===== config.mk =====
export PLATFORM = sky130hd
export DESIGN_NAME = dtam_ctrl
export DESIGN_NICKNAME = d
export VERILOG_FILES = /design/src/design/dtam_pkg.sv /design/src/design/dtam_ctrl.sv
export SDC_FILE = /design/constraint.sdc
export NUM_CORES = 1
export LEC_CHECK = 0
export ABC_CLOCK_PERIOD_IN_PS = 3770
export BUFFER_PORTS_ARGS = -buffer_cell sky130_fd_sc_hd__buf_2
export CAP_MARGIN = 20
export CORE_MARGIN = 2
export CORE_UTILIZATION = 25
export DETAILED_ROUTE_END_ITERATION = 10
export PLACE_DENSITY_LB_ADDON = 0.05
export SETUP_SLACK_MARGIN = 0.05
export SYNTH_ARGS = -nofsm -noshare
export SYNTH_HDL_FRONTEND = slang
export SYNTH_SLANG_ARGS = --single-unit

===== constraint.sdc =====
create_clock -name i_clk -period 3.77 [get_ports i_clk]
set_input_delay 0.377 -clock i_clk [delete_from_list [all_inputs] [get_ports i_clk]]
set_output_delay 0.377 -clock i_clk [all_outputs]
set_load 0.02 [all_outputs]

===== src/design/dtam_pkg.sv =====
// Package for the date-time minute adder: constants, status codes, controller
// states, command and status structs, and the month length helper.
// No dependencies.
package dtam_pkg;

    localparam int unsigned C_MIN_DAY       = 1440;
    localparam int unsigned C_MIN_HOUR      = 60;
    localparam int unsigned C_HOUR_DAY      = 24;
    localparam int unsigned C_DAYS_400      = 146097;
    localparam int unsigned C_YEARS_CYCLE   = 400;
    localparam int unsigned C_MOD_STEPS     = 6;
    localparam int unsigned C_DAYS_W        = 21;
    localparam int unsigned C_DIV_45        = 45;
    localparam int unsigned C_RECIP_45      = 95443718;
    localparam int unsigned C_RECIP_SHIFT   = 32;
    localparam int unsigned C_RECIP_15      = 547;
    localparam int unsigned C_RECIP15_SHIFT = 13;
    localparam int unsigned C_STEP_DIV      = 0;
    localparam int unsigned C_STEP_REM      = 1;
    localparam int unsigned C_STEP_HRS      = 2;
    localparam int unsigned C_STEP_MIN      = 3;

    typedef enum logic [2:0] {
        ST_OK        = 3'd0,
        ST_NEG_MIN   = 3'd1,
        ST_BAD_MONTH = 3'd2,
        ST_NEG_YEAR  = 3'd3,
        ST_BAD_DAY   = 3'd4
    } t_status;

    typedef enum logic [2:0] {
        S_IDLE,
        S_DIV,
        S_SETTLE,
        S_CYCLE,
        S_WALK,
        S_FIN
    } t_state;

    typedef struct packed {
        logic       load;
        logic       div_step;
        logic       rem_step;
        logic       hrs_step;
        logic       min_step;
        logic       mod_step;
        logic       settle;
        logic       cyc_step;
        logic       walk_step;
        logic       emit;
        logic [2:0] shift;
    } t_cmd;

    typedef struct packed {
        logic err;
        logic days_big;
        logic days_zero;
        logic out_blocked;
    } t_sts;

    function automatic logic [4:0] month_len(input logic [8:0] ymod, input logic [3:0] month);
        logic leap;
        leap = (ymod[1:0] == 2'b00) && (ymod != 9'd100) && (ymod != 9'd200)
               && (ymod != 9'd300);
        unique case (month)
            4'd1, 4'd3, 4'd5, 4'd7, 4'd8, 4'd10, 4'd12: month_len = 5'd31;
            4'd4, 4'd6, 4'd9, 4'd11:                    month_len = 5'd30;
            4'd2:                                       month_len = leap ? 5'd29 : 5'd28;
            default:                                    month_len = 5'd0;
        endcase
    endfunction

    function automatic logic [6:0] mod100(input logic [8:0] ymod);
        logic [8:0] v;
        v = ymod;
        if (v >= 9'd300) begin
            v = v - 9'd300;
        end else if (v >= 9'd200) begin
            v = v - 9'd200;
        end else if (v >= 9'd100) begin
            v = v - 9'd100;
        end
        mod100 = v[6:0];
    endfunction

endpackage


===== src/design/dtam_ctrl.sv =====
// Controller of the date-time minute adder: sequences division, carries,
// 400-year steps and the month walk. Depends on dtam_pkg.
module dtam_ctrl
    import dtam_pkg::*;
(
    input  logic i_clk,
    input  logic i_rst_n,
    input  logic i_in_valid,
    input  t_sts i_sts,
    output logic o_in_stall,
    output t_cmd o_cmd
);

    t_state     r_state, n_state;
    logic [2:0] r_cnt, n_cnt;

    always_ff @(posedge i_clk) begin
        if (!i_rst_n) begin
            r_state <= S_IDLE;
            r_cnt   <= '0;
        end else begin
            r_state <= n_state;
            r_cnt   <= n_cnt;
        end
    end

    always_comb begin
        n_state    = r_state;
        n_cnt      = r_cnt;
        o_cmd      = '0;
        o_in_stall = (r_state != S_IDLE);
        unique case (r_state)
            S_IDLE: begin
                if (i_in_valid) begin
                    o_cmd.load = 1'b1;
                    n_cnt      = '0;
                    n_state    = S_DIV;
                end
            end
            S_DIV: begin
                o_cmd.mod_step = 1'b1;
                o_cmd.div_step = (r_cnt == 3'(C_STEP_DIV));
                o_cmd.rem_step = (r_cnt == 3'(C_STEP_REM));
                o_cmd.hrs_step = (r_cnt == 3'(C_STEP_HRS));
                o_cmd.min_step = (r_cnt == 3'(C_STEP_MIN));
                o_cmd.shift    = 3'(C_MOD_STEPS - 1) - r_cnt;
                if (r_cnt == 3'(C_MOD_STEPS - 1)) begin
                    n_cnt   = '0;
                    n_state = S_SETTLE;
                end else begin
                    n_cnt = r_cnt + 3'd1;
                end
            end
            S_SETTLE: begin
                o_cmd.settle = 1'b1;
                n_state      = S_CYCLE;
            end
            S_CYCLE: begin
                if (i_sts.err) begin
                    n_state = S_FIN;
                end else if (i_sts.days_big) begin
                    o_cmd.cyc_step = 1'b1;
                end else begin
                    n_state = S_WALK;
                end
            end
            S_WALK: begin
                if (i_sts.days_zero) begin
                    n_state = S_FIN;
                end else begin
                    o_cmd.walk_step = 1'b1;
                end
            end
            S_FIN: begin
                if (!i_sts.out_blocked) begin
                    o_cmd.emit = 1'b1;
                    n_state    = S_IDLE;
                end
            end
            default: begin
                n_state = S_IDLE;
            end
        endcase
    end

endmodule


==> results of run 1 <==
==> per-layer routing <==
layer  routed length [um]  up-vias  track usage, %
met2                  473       10            14.3
met5                    0        -               0
met1                  582      235            13.0
met3                   63        2            3.27
li1                     -      276               -
met4                    6        0            4.05
==> cell usage after synthesis <==
cell type and number:
xor2_1 1, nor3_1 1, o211ai_2 1, nand2b_1 2
nor3b_1 3, a31oi_1 1, a221o_1 1, mux2i_1 2
or3b_1 1, nand3_1 2, buf_2 3, a21o_1 1
o21ai_0 1, and3_1 5, a32oi_1 1, inv_1 8
or2_2 1, o211ai_1 1, nand2_1 5, a41o_1 1
a21oi_1 2, nor2_1 8, ha_1 6, buf_4 1
dfxtp_1 6, buf_6 1, or3_1 3, a21oi_2 1
==> sequential cells by signal, indices dropped and copies added (netlist names) <==
register  count
r_cnt         3
r_state       3
==> cell type report <==
class	count	share of cell area (%)
multi-input combinational	51	53.6
sequential	6	18.2
timing repair buffer	20	15.2
tap	27	5.11
inverter	8	4.55
clock buffer	3	3.41
==> power breakdown <==
group | internal, mW | switching, mW | leakage, nW
registers | 0.0842 | 0.0545 | 0.0491
clock network | 0.0358 | 0.0206 | 0.0138
logic | 0.120 | 0.172 | 0.288
total | 0.240 | 0.247 | 0.351
==> logic make-up after synthesis <==
| logic type | synth area share, % |
|---|---|
| multiplexers | 3.72 |
| adder cells (fa/ha/maj) | 14.0 |
| AO/OA/AOI/OAI | 16.0 |
| XOR/XNOR | 1.63 |
| flip-flops | 22.3 |
| AND/OR/NAND/NOR | 30.5 |
| buffers and inverters | 11.9 |
==> worst max-delay path, delay by kind of cell (launching register included) <==
kind / cells / cell delay [ns]
buffers and inverters: 2 / 0.29
DFF: 1 / 0.64
and+or+nand+nor: 2 / 0.63
==> path summary, 6_finish.rpt <==
kind | end | cells past startpoint
setup / recovery | o_cmd[10] | 4
hold / removal | r_state[1]$_SDFFE_PN0P_ | 3
setup reg to reg | r_cnt[1]$_SDFFE_PN0P_ | 4
hold reg to reg | r_cnt[2]$_SDFFE_PN0P_ | 2
==> stage by stage <==
step	setup WS [ns]	total power, mW	hold slack (ns)	cell area, um^2	util, %
floorplan	2.02	0.376	0.485	538	-
global placement	1.88	0.441	0.530	638	31.9
detailed placement	1.84	0.434	0.530	638	31.9
CTS	1.59	0.493	0.429	661	33.0
global route	1.47	0.533	0.448	661	33.0
finish	1.60	0.486	0.433	661	33.0
==> flow_summary.ini, run 1 <==
[status]
run_status = complete, no violations

[sta]
rsz0062_at_grt = no
fin_crit_sh_pct = 57.5
fmax_mhz = 462
hold_viol_final = 0
tightest_slew_ns = 0.518
final.setup_skew_ns = 0.000625
finalSetupTns_ns = 0
period_needed_ns = 2.17
setup_viol = 0
slew_viol_final = 0
max_slew_margin_pct = 65.4

[detailed_routing]
drt_first_pass_iters = 4
vias = 523
vias_per_cell = 4.55
avgRoutedWirePerCell_um = 9.79
first_iter_violations = 12
antenna_left = 0
drt_wl_total_um = 1130
drc = 0

[worst_setup_path]
critPathArrivalTime_ns = 1.79
slowest_delay_ns = 0.64
crit_start = r_state[0]$_SDFFE_PN0P_
reg2reg_slack_ns = 2.25
cp_max_fo = 18
critPathSlowestCell = dfxtp_1
crit_required_ns = 3.39
timing.rr.start = r_state[0]$_SDFFE_PN0P_
crit_path_end_kind = output pin
crit_chain = or3b_1, inv_1, and3_1, buf_2
cp-start-kind = flip-flop
critPathKind = reg2out

[min_path]
hp-start = i_rst_n
hold_path.class = in2reg

[global_routing]
grt_usage_pct = 9.76
grt_pass1_vias = 445
antenna_found_initial = 0
grt_start_max_net_pins = 19
grt_first_pass_wirelength_um = 1930
grt_overflow = 0

[synth]
ys_types = 28
ys_seq_area_share_pct = 22.3
synth_area_leaders = dfxtp_1, ha_1, and3_1
synth_cells = 70
yosys_warnings = 0
synth_nets = 83
synth-seq-cells = 6
syn_area_um2 = 538
synth_top_cell_area_share_pct = 22.3
avgSynthCellArea_um2 = 7.69
synth_top_area_cell = dfxtp_1

[clock_network]
ctsResizeCount = 0
htreeDepth = 1
cts_tree = done
cts_hold_buf = 0
cts_buffers = 3
worstSkewPairLatency_ns = 0.23
post_cts_buffers = 0
clk_path_buf_depth = 2
clockRootBuffer = clkbuf_4
path_clk_slew_ns = 0.04
cts_sinks = 6

[placement]
io_buffers = 20
dp_cells = 112
routabilityCongestion = 0.728
dp_hpwl_um = 884

[floorplanning]
chipHeight_um = 50.4
start_util_pct = 26.9
chipWidth_um = 50.4
rows = 16
io_pins = 21
fp.coreArea_um2 = 2000
die_area_um2 = 2540

[power_and_ir_drop]
ir_worst_vdd_mv = 0.291
p_per_area_nw_per_um2 = 736
p_leak_nw = 0.351

[job]
drv_cap = 0

[finish]
drive_gt1_share_pct = 29.5
multi_input_area_um2 = 354
mostFrequentLayoutCells = buf_2, nor2_1, inv_1
fin_cells = 115
seq_area_um2 = 120
design.final.nets = 103
final_common_cell = buf_2
fillCellCount = 235
area_delta_synth_final_pct = 22.8
diodes = 0
Note: power is estimated with default switching activity, not from simulation.
==> run 2, diff against run 1 <==
--- a/config.mk
+++ b/config.mk
@@ -5,7 +5,8 @@
 export SDC_FILE = /design/constraint.sdc
 export NUM_CORES = 1
 export LEC_CHECK = 0
-export ABC_CLOCK_PERIOD_IN_PS = 3770
+export ABC_AREA = 1
+export ABC_CLOCK_PERIOD_IN_PS = 1750
 export BUFFER_PORTS_ARGS = -buffer_cell sky130_fd_sc_hd__buf_2
 export CAP_MARGIN = 20
 export CORE_MARGIN = 2
==> constraint.sdc (replaced) <==
create_clock -name i_clk -period 1.75 [get_ports i_clk]
set_input_delay 0.175 -clock i_clk [delete_from_list [all_inputs] [get_ports i_clk]]
set_output_delay 0.175 -clock i_clk [all_outputs]
set_load 0.02 [all_outputs]
==> run 2 against run 1 <==
  * Die area grew 3.6%
  * Total power up 140%
  * Design area increased by 6.2%
  * Synthesized cell count up 27%
  * Worst setup slack got worse by 1.4 ns
  * Combinational power rose to 2.7 times the previous value
  * Utilization down 0.65 points
  * Wire length grew 12%
  * Hold slack got worse by 0.24 ns
  * Clock skew grew 0.0053 ns
  * Via count rose by 9.6%
  * Largest power group unchanged
==> flow_summary.ini, run 2 <==
[synth]
synth_area_leaders = dfxtp_1, ha_1, nand2_1
syn_area_um2 = 559
synth-seq-cells = 6
ys_types = 18
avgSynthCellArea_um2 = 6.28
synth_fa_ha_area_share_pct = 13.4
synth_top_cell_area_share_pct = 21.5
synth_nets = 102
synth-compound-area-share_pct = 5.37
ys_seq_area_share_pct = 21.5
synth-simple-area-share_pct = 44.3
synth_top_family_by_area = simple AND/OR/NAND/NOR gates
synth_xor_area_share_pct = 0
yosys_warnings = 0
synth-edff-count = 0
synth_common_cells = nand2_1, nor2_1, inv_1
synth_cells = 89
synth_top_area_cell = dfxtp_1
synth_flop_cell = dfxtp_1
synth_mux_area_share_pct = 0
async_reset_ff_share_pct = 0

[detailed_routing]
avgRoutedWirePerCell_um = 9.12
drt_wl_total_um = 1260
vias_per_cell = 4.15
antenna_left = 0
first_iter_violations = 16
drc = 0
drt_first_pass_iters = 4
vias = 573

[min_path]
hold_path.class = in2reg

[finish]
mostFrequentLayoutCells = buf_2, nor2_1, nand2_1
seq_area_um2 = 120
finalInstanceArea_um2 = 702
reg_top3 = r_cnt x3, r_state x3
fillCellCount = 260
drive_gt1_share_pct = 31.8
diodes = 0
area_delta_synth_final_pct = 25.5
design.final.nets = 125
final_common_cell = buf_2
multi_input_area_um2 = 353

[placement]
dpl_cell_area_um2 = 679
routabilityCongestion = 0.780
dp_hpwl_um = 1040
io_buffers = 20

[floorplanning]
rows = 17
io_pins = 21
fp.coreArea_um2 = 2170
die_area_um2 = 2630
chipHeight_um = 51.3
start_util_pct = 25.8
chipWidth_um = 51.3

[clock_network]
clockRootBuffer = clkbuf_4
cts_buffers = 3
post_cts_buffers = 0
worstSkewPairLatency_ns = 0.25
cts_hold_buf = 0
clk_path_buf_depth = 2
ctsResizeCount = 0
htreeDepth = 1
cts_tree = done
cts_sinks = 6
path_clk_slew_ns = 0.04

[worst_setup_path]
cp_max_fo = 7
slowest_delay_ns = 0.51
critPathArrivalTime_ns = 1.35
reg2reg_slack_ns = 0.40
critPathKind = reg2out
cp.buffers_inverters = 2
crit_required_ns = 1.57
critPathTopFamily = flip-flops
crit_chain = inv_1, nor4_1, buf_2
critPathSlowestCell = dfxtp_1
crit_path_end_kind = output pin
cp-start-kind = flip-flop

[global_routing]
grt_first_pass_wirelength_um = 1950
grt_start_max_net_pins = 11
grt_overflow = 0
grt_usage_pct = 10.3
busiest_layer = met1
grtUsageMet3_pct = 2.05
grt_use_met1_pct = 14.3
antenna_found_initial = 0
grt_util_met2_pct = 14.3
grt_pass1_vias = 463

[sta]
setup_viol = 0
rsz0062_at_grt = no
slew_viol_final = 0
hold_viol_final = 0
finalSetupTns_ns = 0
fin_crit_sh_pct = 87.0
period_needed_ns = 1.52
tightest_slew_ns = 0.334
fmax_mhz = 657
final.setup_skew_ns = 0.00597
max_slew_margin_pct = 77.7

[status]
run_status = complete, no violations

[power_and_ir_drop]
power.total_mw = 1.18
p_leak_nw = 0.405
p_per_area_nw_per_um2 = 1690
ir_worst_vdd_mv = 0.872

[job]
drv_cap = 0
==> run 2: kinds of logic (layout without fill, tap and decap cells) <==
family / count (synthesis) / count (layout)
buffers and inverters: 21 / 42
AND/OR/NAND/NOR: 50 / 50
adder cells (fa/ha/maj): 6 / 6
AO/OA/AOI/OAI: 6 / 6
flip-flops: 6 / 6
==> run 2: worst register-to-register path: stages, from the launching register on <==
cell	delay (ns)
dfxtp_1	0.38
inv_1	0.11
ha_1	0.20
nand2_1	0.06
inv_1	0.07
nor2_4	0.13
nor2_4	0.06
nand2_2	0.07
nand2_1	0.05
nand2_1	0.07
nor2_2	0.03
==> run 2: path summary, 6_finish.rpt <==
path | start | endpoint | depth (start not counted)
max reg2reg | r_cnt[1]$_SDFFE_PN0P_ | r_state[2]$_SDFFE_PN0P_ | 10
min | i_rst_n | r_state[2]$_SDFFE_PN0P_ | 3
min reg2reg | r_cnt[2]$_SDFFE_PN0P_ | r_cnt[2]$_SDFFE_PN0P_ | 2
max | r_state[0]$_SDFFE_PN0P_ | o_cmd[3] | 3
==> run 2: layer usage <==
layer,up-vias,routed length (um)
met5,-,0
met4,0,11
met3,2,56
met2,11,522
met1,250,669
li1,310,-
==> run 2: metrics by stage <==
| step | setup WS (ns) | std cells | util, % | hold slack [ns] |
|---|---|---|---|---|
| after floorplan | 0.329 | 89 | - | 0.310 |
| after global placement | 0.406 | 135 | 31.3 | 0.428 |
| after detailed placement | 0.396 | 135 | 31.3 | 0.443 |
| after CTS | 0.214 | 138 | 32.4 | 0.192 |
| after global routing | 0.146 | 138 | 32.4 | 0.203 |
| final | 0.228 | 138 | 32.4 | 0.191 |
==> run 2: where the power goes <==
| group | switching [mW] | internal, mW |
|---|---|---|
| Combinational | 0.527 | 0.264 |
| Sequential | 0.0862 | 0.181 |
| Clock | 0.0492 | 0.0775 |
==> run 2: final cells by class <==
type                    instances  area share [%]
well taps                      28            4.99
flip-flops and latches          6            17.1
repair buffers                 20            14.3
clock buffers                   3            3.21
multi-input cells              62            50.3
inverters                      19            10.2
==> run 3, diff against run 2 <==
--- a/config.mk
+++ b/config.mk
@@ -9,11 +9,11 @@
 export ABC_CLOCK_PERIOD_IN_PS = 1750
 export BUFFER_PORTS_ARGS = -buffer_cell sky130_fd_sc_hd__buf_2
 export CAP_MARGIN = 20
-export CORE_MARGIN = 2
 export CORE_UTILIZATION = 25
 export DETAILED_ROUTE_END_ITERATION = 10
 export PLACE_DENSITY_LB_ADDON = 0.05
-export SETUP_SLACK_MARGIN = 0.05
+export SETUP_SLACK_MARGIN = 0.2
+export SLEW_MARGIN = 5
 export SYNTH_ARGS = -nofsm -noshare
 export SYNTH_HDL_FRONTEND = slang
 export SYNTH_SLANG_ARGS = --single-unit
==> run 3 against run 2 <==
  * Via count is 1.6% lower
  * Register-to-register slack better by 0.05 ns
  * Critical path type unchanged
  * Global-route usage is 0.22 points higher
  * Highest routed layer unchanged
  * Utilization is 2.3 points higher
  * Critical endpoint is now o_cmd[2]
  * Die area is 7.6% lower
  * Total power is 0.53% higher
  * Largest cell class unchanged
  * Fmax is 7.9% higher
==> flow_summary.ini, run 3 (synthesis gave the netlist of run 2 again) <==
[power_and_ir_drop]
ir_worst_vdd_mv = 0.825
power.total_mw = 1.19
p_per_area_nw_per_um2 = 1680
p_leak_nw = 0.406

[detailed_routing]
met3_wirelength_um = 73
drt_wl_total_um = 1190
antenna_left = 0
drt-met1-wl_um = 618
first_iter_violations = 25
vias_per_cell = 4.12
dr.max_layer_used = met4
vias = 564
avgRoutedWirePerCell_um = 8.67
wl_met2_um = 491
drc = 0
drt_first_pass_iters = 4

[clock_network]
clk_path_buf_depth = 2
path_clk_slew_ns = 0.04
ctsResizeCount = 0
cts_buffers = 3
cts_tree = done
worstSkewPairLatency_ns = 0.24
post_cts_buffers = 0
cts_sinks = 6
cts_hold_buf = 0
htreeDepth = 1
clockRootBuffer = clkbuf_4

[floorplanning]
die_area_um2 = 2430
chipHeight_um = 49.3
fp.coreArea_um2 = 2040
chipWidth_um = 49.3
rows = 16
start_util_pct = 27.4
io_pins = 21

[min_path]
hp-start = i_rst_n
min_to = r_state[0]$_SDFFE_PN0P_
hold_path.class = in2reg
hold_path_depth = 3

[worst_setup_path]
timing.rr.start = r_cnt[1]$_SDFFE_PN0P_
critPathArrivalTime_ns = 1.24
cp_max_fo = 4
cp-start-kind = flip-flop
crit_path_end_kind = output pin
reg2reg_slack_ns = 0.45
rr_endpoint = r_state[2]$_SDFFE_PN0P_
rr_worst_depth = 9
critPathKind = reg2out
crit_required_ns = 1.57

[placement]
routabilityCongestion = 0.728
dp_hpwl_um = 988
io_buffers = 20
dpl_cell_area_um2 = 678
dp_cells = 134

[sta]
setup_viol = 0
slew_viol_final = 0
tightest_slew_ns = 0.242
period_needed_ns = 1.41
hold_ws_ns = 0.188
rsz0062_at_grt = no
max_slew_margin_pct = 83.8
fmax_mhz = 709
fin_crit_sh_pct = 80.6
finalSetupTns_ns = 0
hold_viol_final = 0
final.setup_skew_ns = 0.00315

[finish]
design.final.nets = 125
fin_cells = 137
drive_gt1_share_pct = 35.5
fillCellCount = 246
diodes = 0
reg_top3 = r_cnt x3, r_state x3
finalInstanceArea_um2 = 707
area_delta_synth_final_pct = 26.4
final_common_cell = buf_2
mostFrequentLayoutCells = buf_2, nand2_1, nor2_1

[global_routing]
grt_start_max_net_pins = 11
grt_usage_pct = 10.5
grt_overflow = 0
antenna_found_initial = 0
grt_pass1_vias = 458
grt_first_pass_wirelength_um = 1930

[status]
run_status = complete, no violations

[job]
drv_cap = 0
[run 3: metal layers]
metal | track usage (%) | vias up
met5 | 0 | -
met1 | 15.8 | 236
li1 | - | 311
met4 | 7.35 | 0
met2 | 13.5 | 15
met3 | 0.935 | 2
[run 3: worst max-delay path by stage]
stage                             from                      end  slack, ns  depth (start not counted)
6_report         r_cnt[1]$_SDFFE_PN0P_                 o_cmd[2]       0.34                          5
5_1_grt        r_state[2]$_SDFFE_PN0P_                 o_cmd[0]       0.24                          4
4_1_cts        r_state[0]$_SDFFE_PN0P_                 o_cmd[3]       0.25                          3
3_5_place_dp     r_cnt[1]$_SDFFE_PN0P_  r_state[2]$_SDFFE_PN0P_       0.41                         10
3_3_place_gp     r_cnt[1]$_SDFFE_PN0P_  r_state[0]$_SDFFE_PN0P_       0.40                         10
2_1_floorplan  r_state[0]$_SDFFE_PN0P_    r_cnt[0]$_SDFFE_PN0P_       0.33                          7
[run 3: final cells by class]
type | instances | area [um^2] | area share [%]
well taps | 27 | 33.8 | 4.78
inverters | 19 | 71.3 | 10.1
multi-input cells | 62 | 355 | 50.3
repair buffers | 20 | 100 | 14.2
clock buffers | 3 | 22.5 | 3.19
flip-flops and latches | 6 | 124 | 17.5
[run 3: worst max-delay path, cell delays in order, from the launching register on]
cell and delay, ns:
dfxtp_2 0.35, inv_1 0.09, ha_1 0.28, inv_1 0.03, nor2_1 0.08, buf_2 0.17
[run 3: power by group]
group	switching [mW]	internal (mW)
registers	0.0843	0.187
clock network	0.0463	0.0773
logic	0.529	0.266
[run 3: per-stage QoR]
| step | setup WS (ns) | utilization (%) |
|---|---|---|
| 6_report | 0.340 | 34.6 |
| 5_1_grt | 0.236 | 34.6 |
| 4_1_cts | 0.249 | 34.3 |
| 3_5_place_dp | 0.407 | 33.2 |
| 3_3_place_gp | 0.402 | 33.2 |
| 2_1_floorplan | 0.329 | - |
